File: src/design/name_table_insert_delete_search_macros.svh
// assertion macros shared by the name table modules
`ifndef NAME_TABLE_INSERT_DELETE_SEARCH_MACROS_SVH
`define NAME_TABLE_INSERT_DELETE_SEARCH_MACROS_SVH

// property that must hold at every clock edge out of reset
`define NTI_ASSERT(lbl, prop, msg) \
    lbl: assert property (@(posedge clk) disable iff (!rst_n) (prop)) else $error(msg);

// consequence that must hold in the cycle after the antecedent
`define NTI_ASSERT_NEXT(lbl, ante, cons, msg) \
    lbl: assert property (@(posedge clk) disable iff (!rst_n) (ante) |=> (cons)) \
        else $error(msg);

`endif

File: src/design/nti_ram.sv
module nti_ram #(
    parameter int WIDTH = 8,
    parameter int DEPTH = 64
) (
    input  logic                     clk,
    input  logic                     we,
    input  logic [$clog2(DEPTH)-1:0] waddr,
    input  logic [WIDTH-1:0]         wdata,
    input  logic [$clog2(DEPTH)-1:0] raddr,
    output logic [WIDTH-1:0]         rdata
);

    logic [WIDTH-1:0] mem [DEPTH];

    // one write port, one registered read port
    always_ff @(posedge clk)
    begin
        if (we)
        begin
            mem[waddr] <= wdata;
        end
        rdata <= mem[raddr];
    end

endmodule

File: config.mk
export PLATFORM = sky130hd
export DESIGN_NAME = nti_ram
export DESIGN_NICKNAME = d
export VERILOG_FILES = /design/src/design/name_table_insert_delete_search_macros.svh /design/src/design/nti_ram.sv
export SDC_FILE = /design/constraint.sdc
export NUM_CORES = 1
export LEC_CHECK = 0
export BUFFER_PORTS_ARGS = -buffer_cell sky130_fd_sc_hd__buf_2
export CORE_MARGIN = 3
export CORE_UTILIZATION = 60
export CTS_BUF_LIST = sky130_fd_sc_hd__clkbuf_8
export DETAILED_ROUTE_END_ITERATION = 10
export GPL_ROUTABILITY_DRIVEN = 0
export MAX_ROUTING_LAYER = met4
export PLACE_DENSITY = 0.88
export SLEW_MARGIN = 20
export SYNTH_ARGS = -nofsm -noshare
export SYNTH_HDL_FRONTEND = slang
export SYNTH_SLANG_ARGS = --single-unit
File: constraint.sdc
create_clock -name clk -period 3.1 [get_ports clk]
set_input_delay 0.31 -clock clk [delete_from_list [all_inputs] [get_ports clk]]
set_output_delay 0.31 -clock clk [all_outputs]
set_load 0.01 [all_outputs]
==> Word level (Yosys, flattened, before mapping) <==
Memory sizes are Yosys's and may differ from the RTL's. A register that Yosys moved wholly into a read port is not among the register bits.
Cells that the tools add are included.
{ "classes": {"muxes": 2} }
{ "op_table": {"columns": ["op", "count"], "rows": [
  ["2-to-1 mux 1 bit", 2]
]} }
{ "word_totals": {"out_inout_bits": 8, "mem_count": 1, "ram_bits": 512, "ff_bits": 0, "elab_cells": 3} }
{ "mem_list": {"columns": ["memory", "words", "width", "rd", "rd_ports_with_merged_regs", "write_ports", "line_no", "source"], "rows": [
  ["mem", 64, 8, 1, 1, 1, "nti_ram.sv:13", "logic [WIDTH-1:0] mem [DEPTH];"]
]} }

==> Longest topological paths before layout <==
{ "depth": {"depth_word": 2, "mapped_depth": 9, "ltp_nobuf": 5} }

==> Worst setup path before layout <==
No wires, ideal clock.
{ "synth_path": {"path_type": "input to register", "start": "input raddr[1]", "end": "register rdata[3], read port of mem", "arrival_time_ns": 1.850, "cell_stages": 7, "t_required_ns": 2.972, "setup_ns": 0.128, "slack_ns": 1.122, "path_cell_list": "buf_4 > buf_2 > buf_2 > mux4_2 > mux4_2 > o21ai_1 > o41ai_1"} }
{ "synth_rtl": {"columns": ["element", "line_no", "source"], "rows": [
  ["from (decl)", "nti_ram.sv:9", "input logic [$clog2(DEPTH)-1:0] raddr,"],
  ["to (decl)", "nti_ram.sv:10", "output logic [WIDTH-1:0] rdata"]
]} }

==> flow_summary_export.csv <==
group,metric,value,unit
floorplanning,die_h,189.3,µm
clock_network,clk_pin_slew,60,ps
pwr,leakage,7.253,nW
critical_path,crit_family,"multiplexers",
critical_path,cpPeakStageDelay,530,ps
critical_path,arrival,2590,ps
clock_network,clkSinkCount,520,
routing,routed_wl,45.38,mm
logic_synthesis,synth_top_cell_area_share,76.24,%
routing,ant_nets,0,
grt,grt_max_degree,65,
place,numPortBuffers,29,
critical_path,cp.required,3580,ps
pwr,power_switching,0.002975,W
pwr,vdd_drop_max,0.0004510,V
finish,final_core_util,68.77,%
clock_network,clk_latency,610,ps
grt,grt.overflow.total,0,
critical_path,path_cells,"mux4_2, mux4_2, o21ai_0, nand2_1",
logic_synthesis,ys.flop_type,"edfxtp_1",
timing,final.setup.tns,0,ps
timing,setup_viol,0,
floorplanning,start_util,61.36,%
min_path,hold_class,"in -> reg",
pwr,seqPwrFrac,57.3,%
clock_network,cts.path.max_buffers,3,
timing,finalCritPeriodShare,68.29,%
place,dp_hpwl,27.89,mm
clock_network,cts_hold_buf,0,
critical_path,cp_common_cell,"mux4_2",
pwr,intPower,0.01067,W
clock_network,root_buffer,"clkbuf_8",
finish,fin_cells,1571,
flow_run,maxCapViolations,0,
pwr,share_comb_of_total_power,5.4,%
critical_path,rr_worst_depth,4,
finish,layout-drive-gt1-share,30.40,%
grt,antenna_found_initial,4,
finish,final_nets,1091,
logic_synthesis,synth-edff-count,512,
floorplanning,dieWidth,189.3,µm
grt,grt_pass1_vias,10610,
clock_network,cts_tree,"built",
routing,drt_first_iter_violations,1857,
floorplanning,core,32870,µm²
logic_synthesis,yosysMostFrequentCell,"edfxtp_1",
logic_synthesis,netlist_instances,940,
timing,postLayoutSetupSlackWorst,983.1,ps
critical_path,crit_type,"reg -> reg",
timing,worst_clock_skew,30.38,ps
critical_path,path_buf_inv,0,
logic_synthesis,ys_ff_latch,520,
routing,num_vias,10400,
logic_synthesis,ys_top_cells_by_count,"512 x edfxtp_1, 126 x mux4_2, 83 x nor2_1, 23 x mux2i_1, 19 x nand2_1",
logic_synthesis,syn_area,20170,µm²
clock_network,cts_setup_buffers,0,
timing,finalHoldViolCount,0,
min_path,min_path_cells,3,
logic_synthesis,synth_cell_types,40,
place,place_ws,492.1,ps
timing,fmax,0.4724,GHz
timing,slew_headroom,39.64,%
logic_synthesis,async_flop_share,0,%
routing,firstDrtPassIters,6,
logic_synthesis,yosys_warnings,0,
pwr,power_frac_clock,37.3,%
clock_network,cts_resized,0,
floorplanning,dieArea,35850,µm²
routing,via_per_inst,6.617,
timing,tightest_slew,902.1,ps
clock_network,cts_max_level,3,
critical_path,critPathCaptureType,"flip-flop",
logic_synthesis,synth_largest_area_cell,"edfxtp_1",
critical_path,start_kind,"flip-flop",
grt,track_usage,26.82,%
critical_path,cp_max_fo,1,
finish,multiInputGateArea,4315,µm²
logic_synthesis,syn-num-nets,962,
pwr,p_per_area,603.6,nW/µm²
logic_synthesis,synth.area.top_cells,"edfxtp_1 76%, mux4_2 14%, nor2_1 1.5%, mux2i_1 1.1%, dfxtp_1 0.79%",
finish,fill_cells,1943,
run_status,status,"finished, final reports clean",
critical_path,cp.depth,4,
logic_synthesis,avgSynthCellArea,21.45,µm²
logic_synthesis,yosysSeqAreaShare,77.03,%
timing,period_minus_slack,2117,ps
timing,grt_setup_unrepaired,"false",
clock_network,cts_inserted_buffers,76,
floorplanning,rows,66,
critical_path,crit_slowest_cell,"mux4_2",
timing,drv_slew,0,
place,dp.cells,1433,
pwr,switching_share,21.81,%
finish,area_growth,12.08,%
floorplanning,io-pin-count,30,
routing,wire_per_inst,28.88,µm
critical_path,r2r_slack,980,ps
routing,drc_errors,0,
grt,grt_pass1_wl,67.75,mm
finish,seq_area,15530,µm²
==> state kept, by name, summed over array words and instances (netlist names) <==
signal  flops
rdata       8
mem       512
==> path summary, 6_finish.rpt <==
check,start,end
setup reg to reg,mem[35][7]$_DFFE_PP_,rdata[7]$_DFF_P_
setup / recovery,mem[35][7]$_DFFE_PP_,rdata[7]$_DFF_P_
hold reg to reg,mem[30][4]$_DFFE_PP_,rdata[4]$_DFF_P_
hold / removal,raddr[5],rdata[1]$_DFF_P_
==> layer usage <==
metal	wire, µm	global-route usage [%]	vias up
li1	-	-	4199
met1	15480	35.02	5152
met2	22030	41.30	898
met3	5822	6.610	147
met4	2040	11.23	0
met5	0	-	-
==> cell type report <==
cell class                 instances  share of cell area, %
sequential                       520                  68.73
multi-input combinational        369                  19.09
clock buffer                      78                  4.750
timing repair buffer             102                  3.482
tap                              442                  2.447
clock inverter                    56                  1.456
antenna                            4                0.04428
==> tightest hold or removal path: cells and delay by family <==
kind	cells	cell delay, ps
buffers and inverters	1	240
and+or+nand+nor	1	120
AOI/OAI and AO/OA	1	60
==> logic make-up after synthesis <==
group | synth area share [%]
DFF | 77.03
muxes | 15.94
and+or+nand+nor | 3.387
AOI/OAI and AO/OA | 2.072
buffers and inverters | 1.570
==> power by group through the flow <==
stage	combinational [W]	clock (W)	sequential, W
after global placement	0.000692	0	0.00796
after detailed placement	0.000723	0	0.00796
final	0.000738	0.00509	0.00781
after CTS	0.000729	0.00515	0.00782
after floorplan	0.000415	0	0.00795
after global routing	0.000777	0.00548	0.00781
==> through the flow <==
| stage | total power (W) | cell area [µm²] | hold slack (ps) |
|---|---|---|---|
| detailed placement | 0.008687 | 21170 | 749.5 |
| finish | 0.01364 | 22600 | 176.8 |
| floorplan | 0.008363 | 20170 | 408.9 |
| global placement | 0.008653 | 21170 | 759.5 |
| CTS | 0.01370 | 22580 | 136.4 |
| global route | 0.01407 | 22600 | 209.6 |
==> cells in the final DEF, fill, tap and decap left out, types with 5 or more instances in the layout <==
master,count
edfxtp_1,512
mux4_2,126
nor2_1,83
clkbuf_8,79
buf_4,77
mux2i_1,23
clkinv_1,20
nand2_1,19
buf_2,19
inv_1,15
nor2b_1,14
mux2_2,13
nand3_1,13
clkinv_2,12
o221ai_1,8
o22ai_1,8
dfxtp_1,8
nand2b_1,7
nor3_1,7
a221oi_1,6
buf_12,5
(Power assumes the default switching activity.)
