--- src/design/name_table_insert_delete_search_macros.svh ---
// assertion macros shared by the name table modules
`ifndef NAME_TABLE_INSERT_DELETE_SEARCH_MACROS_SVH
`define NAME_TABLE_INSERT_DELETE_SEARCH_MACROS_SVH

// property that must hold at every clock edge out of reset
`define NTI_ASSERT(lbl, prop, msg) \
    lbl: assert property (@(posedge clk) disable iff (!rst_n) (prop)) else $error(msg);

// consequence that must hold in the cycle after the antecedent
`define NTI_ASSERT_NEXT(lbl, ante, cons, msg) \
    lbl: assert property (@(posedge clk) disable iff (!rst_n) (ante) |=> (cons)) \
        else $error(msg);

`endif

--- src/design/nti_pkg.sv ---
package nti_pkg;

    localparam int MAX_ENTRIES = 128;
    localparam int NAME_BYTES  = 64;

    localparam int IDX_W       = (MAX_ENTRIES > 1) ? $clog2(MAX_ENTRIES) : 1;
    localparam int CNT_W       = $clog2(MAX_ENTRIES + 1);
    localparam int BYTE_W      = (NAME_BYTES > 1) ? $clog2(NAME_BYTES) : 1;
    localparam int LEN_W       = $clog2(NAME_BYTES + 1);
    localparam int STORE_DEPTH = MAX_ENTRIES * NAME_BYTES;
    localparam int STORE_AW    = (STORE_DEPTH > 1) ? $clog2(STORE_DEPTH) : 1;
    localparam int NBUF_DEPTH  = 2 * NAME_BYTES;
    localparam int NBUF_AW     = $clog2(NBUF_DEPTH);

    // request codes
    localparam logic [1:0] REQ_CREATE = 2'd0;
    localparam logic [1:0] REQ_DELETE = 2'd1;
    localparam logic [1:0] REQ_SEARCH = 2'd2;

    typedef enum logic [2:0] {
        ST_CREATED   = 3'd0,
        ST_EXISTS    = 3'd1,
        ST_FULL      = 3'd2,
        ST_DELETED   = 3'd3,
        ST_NOT_FOUND = 3'd4,
        ST_EMPTY     = 3'd5,
        ST_FOUND     = 3'd6,
        ST_TOO_LONG  = 3'd7
    } status_t;

    typedef struct packed {
        logic [1:0] req_type;
        logic [7:0] name_char;
        logic       last_char;
    } item_t;

    typedef struct packed {
        status_t    status;
        logic [6:0] match_index;
        logic [7:0] entry_count;
    } result_t;

    // completed name handed from front to back
    typedef struct packed {
        logic [1:0]       req;
        logic [LEN_W-1:0] len;
        logic             ovf;
        logic             bank;
    } cmd_t;

    function automatic logic [STORE_AW-1:0] store_addr(input logic [IDX_W-1:0] ent,
                                                       input logic [BYTE_W-1:0] pos);
        store_addr = STORE_AW'(STORE_AW'(ent) * STORE_AW'(NAME_BYTES) + STORE_AW'(pos));
    endfunction

    function automatic logic [NBUF_AW-1:0] nbuf_addr(input logic bank,
                                                     input logic [BYTE_W-1:0] pos);
        nbuf_addr = NBUF_AW'(NBUF_AW'(bank) * NBUF_AW'(NAME_BYTES) + NBUF_AW'(pos));
    endfunction

endpackage

--- src/design/nti_front.sv ---
`include "name_table_insert_delete_search_macros.svh"

module nti_front (
    input  logic                         clk,
    input  logic                         rst_n,
    input  nti_pkg::item_t               item,
    input  logic                         push,
    output logic                         full,
    output logic                         nbuf_we,
    output logic [nti_pkg::NBUF_AW-1:0]  nbuf_waddr,
    output logic [7:0]                   nbuf_wdata,
    output logic                         cmd_valid,
    output nti_pkg::cmd_t                cmd,
    input  logic                         cmd_done
);
    import nti_pkg::*;

    logic [LEN_W-1:0] len_reg, len_next;
    logic             ovf_reg, ovf_next;
    logic             bank_reg, bank_next;
    logic             wp_reg, wp_next;
    logic             rp_reg, rp_next;
    logic [1:0]       qcnt_reg, qcnt_next;
    cmd_t             q_reg [2];
    cmd_t             new_cmd;
    logic             acc;
    logic             room;
    logic             push_q;

    // one name bank per queue slot, so full once both hold names
    assign full   = (qcnt_reg == 2'd2);
    assign acc    = push && !full;
    assign room   = (len_reg < LEN_W'(NAME_BYTES));
    assign push_q = acc && item.last_char;

    // character write into the current bank
    assign nbuf_we    = acc && room;
    assign nbuf_waddr = nbuf_addr(bank_reg, len_reg[BYTE_W-1:0]);
    assign nbuf_wdata = item.name_char;

    // command for a completed name
    always_comb
    begin
        new_cmd.req  = item.req_type;
        new_cmd.len  = room ? LEN_W'(len_reg + LEN_W'(1)) : len_reg;
        new_cmd.ovf  = ovf_reg || !room;
        new_cmd.bank = bank_reg;
    end

    assign cmd_valid = (qcnt_reg != 2'd0);
    assign cmd       = q_reg[rp_reg];

    // name assembly and queue bookkeeping
    always_comb
    begin
        len_next  = len_reg;
        ovf_next  = ovf_reg;
        bank_next = bank_reg;
        wp_next   = wp_reg;
        rp_next   = rp_reg;
        qcnt_next = qcnt_reg;
        if (acc)
        begin
            if (item.last_char)
            begin
                len_next  = '0;
                ovf_next  = 1'b0;
                bank_next = !bank_reg;
                wp_next   = !wp_reg;
            end
            else if (room)
            begin
                len_next = LEN_W'(len_reg + LEN_W'(1));
            end
            else
            begin
                ovf_next = 1'b1;
            end
        end
        if (cmd_done)
        begin
            rp_next = !rp_reg;
        end
        if (push_q && !cmd_done)
        begin
            qcnt_next = qcnt_reg + 2'd1;
        end
        else if (!push_q && cmd_done)
        begin
            qcnt_next = qcnt_reg - 2'd1;
        end
    end

    always_ff @(posedge clk or negedge rst_n)
    begin
        if (!rst_n)
        begin
            len_reg  <= '0;
            ovf_reg  <= 1'b0;
            bank_reg <= 1'b0;
            wp_reg   <= 1'b0;
            rp_reg   <= 1'b0;
            qcnt_reg <= 2'd0;
        end
        else
        begin
            len_reg  <= len_next;
            ovf_reg  <= ovf_next;
            bank_reg <= bank_next;
            wp_reg   <= wp_next;
            rp_reg   <= rp_next;
            qcnt_reg <= qcnt_next;
        end
    end

    // queue payload
    always_ff @(posedge clk)
    begin
        if (push_q)
        begin
            q_reg[wp_reg] <= new_cmd;
        end
    end

    `NTI_ASSERT(a_qcnt_range, qcnt_reg != 2'd3, "command queue count out of range")
    `NTI_ASSERT_NEXT(a_last_clears, push_q, len_reg == '0 && !ovf_reg, "name state not cleared")
    `NTI_ASSERT(a_done_has_cmd, cmd_done |-> cmd_valid, "command retired from empty queue")

endmodule

--- config.mk ---
export PLATFORM = sky130hd
export DESIGN_NAME = nti_front
export DESIGN_NICKNAME = d
export VERILOG_FILES = /design/src/design/nti_pkg.sv /design/src/design/nti_front.sv
export VERILOG_INCLUDE_DIRS = /design/src /design/src/design
export SDC_FILE = /design/constraint.sdc
export NUM_CORES = 1
export LEC_CHECK = 0
export BUFFER_PORTS_ARGS = -buffer_cell sky130_fd_sc_hd__buf_2
export CAP_MARGIN = 15
export CORE_UTILIZATION = 30
export CTS_BUF_LIST = sky130_fd_sc_hd__clkbuf_8 sky130_fd_sc_hd__clkbuf_16
export CTS_CLUSTER_SIZE = 25
export DETAILED_ROUTE_END_ITERATION = 8
export HOLD_SLACK_MARGIN = 0.15
export PLACE_DENSITY = 0.61
export SLEW_MARGIN = 5
export SYNTH_ARGS = -nofsm -noshare
export SYNTH_HDL_FRONTEND = slang
export SYNTH_SLANG_ARGS = --single-unit
--- constraint.sdc ---
create_clock -name clk -period 1.75 [get_ports clk]
set_clock_uncertainty 0.05 [all_clocks]
set_input_delay 0.175 -clock clk [delete_from_list [all_inputs] [get_ports clk]]
set_output_delay 0.175 -clock clk [all_outputs]
set_load 0.005 [all_outputs]
# [After elaboration in Yosys (flattened, before gate mapping)]
# Memories as Yosys holds them, arrays and structs flattened.
# Cells that the tools add are included.
[classes] n_addsub=4 order_cmp=1 n_eq_ne=2 muxes=8 n_reduce_logical=17
[ops] op="7-bit two-way mux" n=2
[ops] op="7-bit by 1-bit adder with 7-bit output (second input constant)" n=1
[ops] op="7-bit by 6-bit adder with 7-bit output" n=1
[ops] op="1-bit logical NOT" n=7
[ops] op="7-bit less-than comparator (second input constant)" n=1
[ops] op="1-bit logical AND" n=5
[ops] op="1-bit two-way mux" n=4
[ops] op="2-bit two-way mux" n=2
[ops] op="2-bit AND reduction" n=2
[ops] op="2-bit nonzero test" n=2
[ops] op="2-bit by 1-bit adder with 2-bit output (second input constant)" n=1
[ops] op="2-bit equality test (second input constant)" n=1
[ops] op="2-bit != test (second input constant)" n=1
[ops] op="2-bit by 1-bit subtractor with 2-bit output (second input constant)" n=1
[ops] op="1-bit logical OR" n=1
[word_totals] reg_bits=13 ram_bits=22 in_bits=15 output_inout_bits=29 elab_cells=39 memories=1
[memory_table] name="q_reg" words=2 width=11 read_ports=1 rd_ports_with_merged_regs=0 wr=1 line_no="nti_front.sv:24" rtl="cmd_t q_reg [2];"

# [Logic depth before layout (Yosys ltp)]
# Gate-level depths: netlist (run 1).
[depth] ltp_word=8 depth_mapped=8 ltp_nobuf=7

# [Least setup slack after synthesis (run 1)]
# Ideal clock, no wire load.
[synth_timing] path_kind="register to register" start="register qcnt_reg[0]" end="memory q_reg[0][0] in the netlist's numbering, enable pin" setup_ns=0.378 arrival_ns=1.284 path_slack_ns=0.038 stages_incl_launch_ff=5 synth_period_minus_slack_ns=1.712 path_cell_list="dfrtp_1 > nand2b_1 > buf_4 > nand3_2 > nor2_1"
[synth_via] elab_chain_len=6
[synth_rtl] item="start, declared" line_no="nti_front.sv:23" rtl="logic [1:0] qcnt_reg, qcnt_next;"
[synth_rtl] item="start signal, assigned" line_no="nti_front.sv:112" rtl="qcnt_reg <= qcnt_next;"
[synth_rtl] item="2-bit equality test" line_no="nti_front.sv:31" rtl="assign full = (qcnt_reg == 2'd2);"
[synth_rtl] item="1-bit logical NOT" line_no="nti_front.sv:32" rtl="assign acc = push && !full;"
[synth_rtl] item="1-bit logical AND" line_no="nti_front.sv:32"
[synth_rtl] item="1-bit logical AND" line_no="nti_front.sv:34" rtl="assign push_q = acc && item.last_char;"
[synth_rtl] item="1-bit two-way mux" line_no="nti_front.sv:119" rtl="if (push_q)"
[synth_rtl] item="1-bit two-way mux (not written as such)" line_no="nti_front.sv:121" rtl="q_reg[wp_reg] <= new_cmd;"
[synth_rtl] item="end, declared" line_no="nti_front.sv:24"
# No other way between the ends.

# [Final worst setup path (run 1)]
[layout_timing] start="register qcnt_reg[0]" end="output port nbuf_we"
[layout_via] elab_chain_len=4
[layout_rtl] item="2-bit equality test" line_no="nti_front.sv:31"
[layout_rtl] item="1-bit logical NOT" line_no="nti_front.sv:32"
[layout_rtl] item="1-bit logical AND" line_no="nti_front.sv:32"
[layout_rtl] item="1-bit logical AND" line_no="nti_front.sv:37" rtl="assign nbuf_we = acc && room;"
[layout_rtl] item="end, declared" line_no="nti_front.sv:9" rtl="output logic nbuf_we,"
# No other way between the ends.

==> results of run 1 <==
power by group through the flow:
stage | clock network (W) | logic, W | registers, W
after floorplan | 0 | 0.000551 | 0.00119
after global placement | 0 | 0.000686 | 0.00126
after detailed placement | 0 | 0.000696 | 0.00127
after CTS | 0.000854 | 0.000713 | 0.00125
after global routing | 0.000887 | 0.000788 | 0.00129
final | 0.000834 | 0.000713 | 0.00126
metrics by stage:
step	std cells	utilization, %	setup WS (ns)	power [W]
floorplan	120	-	0.0382	0.00174
global placement	203	33.9	0.265	0.00195
detailed placement	203	33.9	0.229	0.00197
CTS	216	37.5	0.0312	0.00282
global route	216	37.6	0.0523	0.00296
finish	216	37.6	0.139	0.00280
final cells by class:
cell class                 count  area [sq um]
timing repair buffer          36           215
inverter                       6          22.5
clock buffer                   5          68.8
clock inverter                 3          63.8
multi-input combinational     61           513
tap                           70          87.6
fill                         513          3250
sequential                    35           987
path summary, 6_finish.rpt:
kind / from / end / slack, ns / cells after the start
max: qcnt_reg[0]$_DFFE_PN0P_ / nbuf_we / 0.14 / 5
min: push / len_reg[1]$_DFFE_PN0N_ / 0.16 / 3
max reg2reg: qcnt_reg[0]$_DFFE_PN0P_ / qcnt_reg[1]$_DFFE_PN0P_ / 0.27 / 7
min reg2reg: bank_reg$_DFFE_PN0N_ / bank_reg$_DFFE_PN0N_ / 0.47 / 1
max in group asynchronous: rst_n / rp_reg$_DFFE_PN0P_ / 1.13 / 2
min in group asynchronous: rst_n / qcnt_reg[1]$_DFFE_PN0P_ / 0.27 / 2
routing by layer:
metal | wire (um) | up-vias | global-route usage, %
li1 | - | 461 | -
met1 | 1210 | 444 | 11.7
met2 | 1320 | 26 | 17.0
met3 | 124 | 7 | 2.28
met4 | 54 | 0 | 5.58
met5 | 0 | - | 0
cells by family after synthesis:
| kind of cell | count (synthesis) | share of synthesized area, % |
|---|---|---|
| xor gates and xnor gates | 10 | 5.31 |
| DFF | 35 | 59.7 |
| buffers and inverters | 24 | 9.63 |
| and+or+nand+nor | 24 | 9.17 |
| adders and majority gates | 2 | 1.52 |
| muxes | 12 | 8.19 |
| AOI/OAI and AO/OA | 13 | 6.45 |
synth_stat cells (2+ instances only):
master,count,area share (%)
a32o_1,2,1.2
ha_1,2,1.5
buf_4,16,7.3
inv_2,2,0.46
nor2_1,4,0.91
nand3_1,3,0.91
edfxtp_1,22,40
nand2b_1,3,1.1
inv_1,4,0.91
xnor2_1,7,3.7
o2bb2ai_1,2,1.1
mux2_2,6,4.1
o21ai_1,2,0.61
or2_2,2,0.76
nand2_1,5,1.1
mux2_1,6,4.1
dfrtp_1,13,20
xor2_1,3,1.6
what timing repair did:
action / CTS / global route
hold buffers: 5 / 0
hold endpoints to repair: 20 / 0
gates resized for setup: 0 / 2
setup endpoints to repair: 0 / 9
critical path, cell delays in order, from the launching register on:
cell and delay, ns:
dfrtp_1 0.42, nand2b_4 0.17, buf_4 0.16, nand2_1 0.17
nor2_1 0.06, buf_2 0.12
==> summary.txt, run 1 <==
worst skew pair latency: 0.28 ns
Initial Util: 31.7%
max-cap violation count: 0
cell internal pwr: 0.00203 W
post-synthesis sequential area ratio: 59.7%
H-tree levels: 2
Flop pwr share: 44.8%
Total Wirelength: 2710 um
synth warn: 0
most frequent cells in the layout: 27 x buf_2, 22 x edfxtp_1, 12 x dfrtp_1, 7 x xnor2_1
initial antenna violation count: 0
switching power: 0.000775 W
CTS Buf Count: 5
Net Sw Frac: 27.6%
startpoint types: register
HPWL Detailed: 1940 um
Max Slew Vio Count: 0
Final GP Congestion: 0.750
Synth cell types: 34
Post-Syn Area: 1650 sq um
CORE AREA: 5200 sq um
Hold Crit Class: input port to register
Congestion Overflow GR: 0
die height: 76.2 um
combinational power share: 25.4%
Clock power frac: 29.7%
TNS Setup: 0 ns
die area: 5800 sq um
largest net degree at the start of global routing: 14
Pre-antenna DRT Iters: 4
Layout area overhead: 18.7%
Final Setup Violations: 0
Detailed Route Iter0 Violations: 26
vias: 938
Cells after Synth: 120
CTS tree: done
fin crit share: 92.1%
Port Buffers: 27
Net Count, Synth: 137
min cycle time layout: 1.61 ns
row count: 26
RSZ-0062 raised after global routing: false
clock-pin slew on the worst setup and hold paths: 0.07 ns
clock root cell: clkbuf_8
final instance area: 1960 sq um
crit end category: output pin
total track usage: 10.0%
clk buf depth: 2
drt via density: 4.34
antenna-violating nets left: 0
Synth Register Bits: 35
EDFF count, synth: 22
nets@finish: 162
DRC: 0
Pwr Density: 1430 nW/um^2
run status: finished, final reports clean
CTS sink cnt: 35
Slew headroom: 79.2%
Syn Area/Cell: 13.8 sq um
Die W: 76.2 um
max FFs per register: 22
# IOs: 44
vias in the first global route: 958
Routed WL per cell: 12.5 um
Post-CTS Setup Repair Bufs: 0
crit path max fanout: 7
async set-or-reset flop fraction in the synthesized netlist: 37.1%
Max IR drop VDD: 0.465 mV
share of cells above drive strength 1: 37.0%
Area after DPL: 1770 sq um
Lkg Pwr: 0.845 nW
worst path required time: 1.52 ns
fmax: 0.621 GHz
commonest non-fill, non-tap cell in the layout: buf_2
n_diodes: 0
WP data arrival: 1.39 ns
global-route wire length before repair: 4490 um
worst hold slack: 0.161 ns
Slew @ Worst Pin: 0.310 ns
top_reg_cell synth: edfxtp_1
Fin. Hold Viols: 0
Setup CP Type: register to output pin
(Power assumes the default switching activity.)
==> run 2: changes to the inputs <==
Settings changed: BUFFER_PORTS_ARGS -buffer_cell sky130_fd_sc_hd__buf_2 to -buffer_cell sky130_fd_sc_hd__buf_4.
==> summary.txt, run 2 (synthesized netlist as in run 1, its figures left out) <==
fin crit share: 93.7% (was 92.1%)
HPWL Detailed: 2110 um (was 1940 um)
Die W: 76.2 um (unchanged)
fmax: 0.610 GHz (was 0.621 GHz)
max FFs per register: 22 (unchanged)
H-tree levels: 2 (unchanged)
largest net degree at the start of global routing: 14 (unchanged)
initial antenna violation count: 0 (unchanged)
TNS Setup: 0 ns (unchanged)
worst path required time: 1.52 ns (about the same)
CTS tree: done (unchanged)
Setup CP Type: register to output pin (unchanged)
RSZ-0062 raised after global routing: false (unchanged)
CORE AREA: 5200 sq um (unchanged)
drt via density: 4.43 (was 4.34)
n_diodes: 0 (unchanged)
Port Buffers: 27 (unchanged)
Pre-antenna DRT Iters: 4 (unchanged)
# IOs: 44 (unchanged)
clock root cell: clkbuf_8 (unchanged)
run status: finished, final reports clean (unchanged)
DRC: 0 (unchanged)
final instance area: 1990 sq um (was 1960 sq um)
Slew @ Worst Pin: 0.313 ns (was 0.310 ns)
total track usage: 10.8% (was 10.0%)
Area after DPL: 1830 sq um (was 1770 sq um)
vias in the first global route: 978 (was 958)
Pwr Density: 1330 nW/um^2 (was 1430 nW/um^2)
Max IR drop VDD: 0.371 mV (was 0.465 mV)
Final GP Congestion: 0.739 (was 0.750)
CTS Buf Count: 5 (unchanged)
startpoint types: register (unchanged)
nets@finish: 163 (was 162)
Hold Crit Class: input port to asynchronous set/reset pin (was input port to register)
share of cells above drive strength 1: 37.4% (was 37.0%)
crit path max fanout: 7 (unchanged)
Fin. Hold Viols: 0 (unchanged)
post-layout util: 38.3% (was 37.6%)
Layout area overhead: 20.7% (was 18.7%)
Pwr Total: 0.00264 W (was 0.00280 W)
Detailed Route Iter0 Violations: 26 (unchanged)
Routed WL per cell: 13.5 um (was 12.5 um)
die area: 5800 sq um (unchanged)
min cycle time layout: 1.64 ns (was 1.61 ns)
max-cap violation count: 0 (unchanged)
Initial Util: 31.7% (unchanged)
clock-pin slew on the worst setup and hold paths: 0.07 ns (about the same)
worst hold slack: 0.230 ns (was 0.161 ns)
crit end category: output pin (unchanged)
Slew headroom: 79.0% (was 79.2%)
clk buf depth: 2 (unchanged)
commonest non-fill, non-tap cell in the layout: buf_4 (was buf_2)
Congestion Overflow GR: 0 (unchanged)
row count: 26 (unchanged)
Final Setup Violations: 0 (unchanged)
antenna-violating nets left: 0 (unchanged)
most frequent cells in the layout: 31 x buf_4, 22 x edfxtp_1, 12 x dfrtp_1, 7 x xnor2_1 (was 27 x buf_2, 22 x edfxtp_1, 12 x dfrtp_1, 7 x xnor2_1)
CTS sink cnt: 35 (unchanged)
vias: 962 (was 938)
Max Slew Vio Count: 0 (unchanged)
Lkg Pwr: 0.845 nW (about the same)
die height: 76.2 um (unchanged)
worst skew pair latency: 0.28 ns (about the same)
global-route wire length before repair: 4750 um (was 4490 um)
WP data arrival: 1.42 ns (was 1.39 ns)
Total Wirelength: 2940 um (was 2710 um)
run 2: cell types whose count changed in the layout (fill, tap and decap cells not counted), sizes merged:
cell,previous run,this run
dlygate4sd3,5,6
clkbuf,5,6
clkinv,0,1
bufinv,2,0
run 2: worst max-delay path: stages, from the launching register on:
cell and delay [ns]:
dfrtp_1 0.42, nand2b_2 0.23, buf_4 0.17, nand2_2 0.12
nor2_1 0.06, buf_4 0.13
run 2: final cells by class:
cell class / count / area [sq um]
Clock buffer: 6 / 82.6
Clock inverter: 2 / 8.76
Fill cell: 516 / 3210
Inverter: 6 / 22.5
Multi-Input combinational cell: 61 / 510
Sequential cell: 35 / 987
Tap cell: 70 / 87.6
Timing Repair Buffer: 37 / 293
run 2: power by group:
part           total [W]  leakage [nW]  switching, W  internal [W]
clock network   0.000573        0.0524      0.000262      0.000311
logic           0.000809         0.421      0.000341      0.000468
registers        0.00126         0.371      0.000180       0.00108
run 2: timing repair:
item / in CTS / in global routing
buffers inserted: 0 / 0
gates resized for setup: 1 / 2
hold buffers: 6 / 0
endpoints found under the setup margin: 7 / 1
endpoints found under the hold margin: 20 / 0
run 2: worst paths after layout:
path	from	end	slack [ns]	depth (start not counted)
max in group asynchronous	rst_n	rp_reg$_DFFE_PN0P_	1.24	2
worst min register to register	qcnt_reg[1]$_DFFE_PN0P_	qcnt_reg[1]$_DFFE_PN0P_	0.46	1
worst min-delay path	rst_n	len_reg[5]$_DFFE_PN0N_	0.23	2
worst max register to register	qcnt_reg[0]$_DFFE_PN0P_	qcnt_reg[1]$_DFFE_PN0P_	0.21	7
min in group clk	item[1]	nbuf_wdata[0]	0.30	0
worst max-delay path	qcnt_reg[0]$_DFFE_PN0P_	nbuf_we	0.11	5
run 2: metrics by stage:
| stage | std cells | worst slack [ns] |
|---|---|---|
| 3_5_place_dp | 203 | 0.210 |
| 6_report | 217 | 0.109 |
| 2_1_floorplan | 120 | 0.0382 |
| 4_1_cts | 217 | 0.0430 |
| 5_1_grt | 217 | 0.0178 |
| 3_3_place_gp | 203 | 0.266 |
run 2: routing by layer:
layer,share of wire [%],vias to the layer above,global-route usage (%)
li1,-,465,-
met1,40,468,11.0
met2,53,22,19.6
met3,4.4,7,2.75
met4,2.5,0,6.73
met5,0,-,0
==> run 3: changes to the inputs <==
Settings changed: CORE_ASPECT_RATIO from default to 0.9.
==> summary.txt, run 3 (synthesized netlist as in run 1, its figures left out) <==
run status: finished, final reports clean (unchanged)
combinational power share: 31.2% (was 30.6%)
Critical Path, Cell by Cell: nand2b_4 > buf_4 > nand2_1 > nor2_1 > buf_4 (was nand2b_2 > buf_4 > nand2_2 > nor2_1 > buf_4)
initial antenna violation count: 0 (unchanged)
CORE AREA: 5290 sq um (was 5200 sq um)
Slew headroom: 76.5% (was 79.0%)
max FFs per register: 22 (unchanged)
nets@finish: 163 (unchanged)
HPWL Detailed: 2080 um (was 2110 um)
TNS Setup: 0 ns (unchanged)
Max IR drop VDD: 0.395 mV (was 0.371 mV)
min cycle time layout: 1.61 ns (was 1.64 ns)
Net Sw Frac: 29.7% (about the same)
Pwr Total: 0.00266 W (was 0.00264 W)
fin crit share: 92.2% (was 93.7%)
commonest non-fill, non-tap cell in the layout: buf_4 (unchanged)
Die W: 80.2 um (was 76.2 um)
H-tree levels: 2 (unchanged)
worst reg2reg setup slack: 0.25 ns (was 0.21 ns)
CTS sink cnt: 35 (unchanged)
die area: 5800 sq um (about the same)
total track usage: 11.3% (was 10.8%)
vias in the first global route: 993 (was 978)
crit path max fanout: 7 (unchanged)
share of cells above drive strength 1: 36.1% (was 37.4%)
Final Setup Violations: 0 (unchanged)
switching power: 0.000790 W (was 0.000784 W)
Hold Crit Class: input port to asynchronous set/reset pin (unchanged)
Reg-to-Reg Start: qcnt_reg[0]$_DFFE_PN0P_ (unchanged)
cell internal pwr: 0.00187 W (was 0.00186 W)
Routed WL per cell: 13.4 um (was 13.5 um)
Setup WS post-layout: 0.136 ns (was 0.109 ns)
# IOs: 44 (unchanged)
max-cap violation count: 0 (unchanged)
fmax: 0.620 GHz (was 0.610 GHz)
post-placement worst setup slack: 0.201 ns (was 0.210 ns)
vias: 940 (was 962)
worst path required time: 1.52 ns (about the same)
clk buf depth: 2 (unchanged)
most frequent cells in the layout: 31 x buf_4, 22 x edfxtp_1, 12 x dfrtp_1, 7 x xnor2_1 (unchanged)
drt via density: 4.39 (was 4.43)
Layout area overhead: 20.5% (was 20.7%)
WP data arrival: 1.39 ns (was 1.42 ns)
CTS Buf Count: 5 (unchanged)
row count: 25 (was 26)
reg2reg end: qcnt_reg[1]$_DFFE_PN0P_ (unchanged)
Initial Util: 31.2% (was 31.7%)
largest net degree at the start of global routing: 14 (unchanged)
CTS tree: done (unchanged)
Final GP Congestion: 0.766 (was 0.739)
CP max stage delay: 0.41 ns (was 0.42 ns)
die height: 72.4 um (was 76.2 um)
Clock power frac: 21.4% (was 21.7%)
Flop pwr share: 47.4% (was 47.7%)
Congestion Overflow GR: 0 (unchanged)
most used cell, CP: buf_4 (unchanged)
Slew @ Worst Pin: 0.350 ns (was 0.313 ns)
Crit-path slowest cell: dfrtp_1 (unchanged)
DRC: 0 (unchanged)
RSZ-0062 raised after global routing: false (unchanged)
crit end category: output pin (unchanged)
startpoint types: register (unchanged)
Max Slew Vio Count: 0 (unchanged)
Lkg Pwr: 0.848 nW (was 0.845 nW)
Fin. Hold Viols: 0 (unchanged)
Port Buffers: 27 (unchanged)
Pwr Density: 1340 nW/um^2 (was 1330 nW/um^2)
Total Wirelength: 2870 um (was 2940 um)
worst skew pair latency: 0.28 ns (about the same)
global-route wire length before repair: 4740 um (was 4750 um)
clock-pin slew on the worst setup and hold paths: 0.07 ns (about the same)
antenna-violating nets left: 0 (unchanged)
Setup CP Type: register to output pin (unchanged)
Pre-antenna DRT Iters: 4 (unchanged)
clock root cell: clkbuf_8 (unchanged)
R2R depth: 6 (was 7)
Detailed Route Iter0 Violations: 33 (was 26)
n_diodes: 0 (unchanged)
[run 3: cell counts in the layout (fill, tap and decap cells not counted)]
Identical to the previous run, type by type.
[run 3: worst max path at each step]
stage	startpoint	to	slack [ns]	cells after the start
3_5_place_dp	qcnt_reg[0]$_DFFE_PN0P_	qcnt_reg[1]$_DFFE_PN0P_	0.20	6
4_1_cts	rp_reg$_DFFE_PN0P_	cmd[8]	0.02	2
6_report	qcnt_reg[0]$_DFFE_PN0P_	nbuf_we	0.14	5
3_3_place_gp	qcnt_reg[0]$_DFFE_PN0P_	qcnt_reg[1]$_DFFE_PN0P_	0.26	7
2_1_floorplan	qcnt_reg[0]$_DFFE_PN0P_	q_reg[0][0]$_DFFE_PP_	0.04	4
5_1_grt	qcnt_reg[0]$_DFFE_PN0P_	nbuf_we	0.02	5
[run 3: metal layers]
layer	part of all wire [%]	global-route usage, %	vias to the layer above
li1	-	-	463
met1	46	13.7	448
met2	45	17.8	24
met3	6.4	3.77	5
met4	2.2	5.95	0
met5	0	0	-
[run 3: area by class of cell]
type	instances	area, sq um
Clock buffer	6	82.6
Sequential cell	35	987
Tap cell	67	83.8
Inverter	6	22.5
Clock inverter	2	7.51
Timing Repair Buffer	37	293
Multi-Input combinational cell	61	513
Fill cell	503	3300
[run 3: critical path, delay by kind of cell (launching register included)]
family,cells,cell delay (ns)
flip-flops,1,0.41
AND/OR/NAND/NOR,3,0.40
buffers and inverters,2,0.29
[run 3: repair_timing]
action,in CTS,in global routing
endpoints found under the setup margin,0,12
hold buffers,5,1
endpoints found under the hold margin,20,1
gates resized for setup,0,2
setup buffers,0,0
[run 3: metrics by stage]
step / cells / hold WS [ns] / instance area [sq um] / utilization [%]
final: 214 / 0.227 / 1990 / 37.6
after global routing: 214 / 0.236 / 1990 / 37.6
after CTS: 213 / 0.150 / 1970 / 37.3
after detailed placement: 200 / -0.0204 / 1830 / 34.6
after global placement: 200 / -0.0219 / 1830 / 34.6
after floorplan: 120 / -0.171 / 1650 / -
[run 3: power groups by stage]
stage / combinational, W / sequential (W) / clock (W)
after floorplan: 0.000551 / 0.00119 / 0
after global placement: 0.000795 / 0.00126 / 0
after detailed placement: 0.000816 / 0.00127 / 0
after CTS: 0.000830 / 0.00126 / 0.000584
after global routing: 0.000915 / 0.00129 / 0.000629
final: 0.000827 / 0.00126 / 0.000569
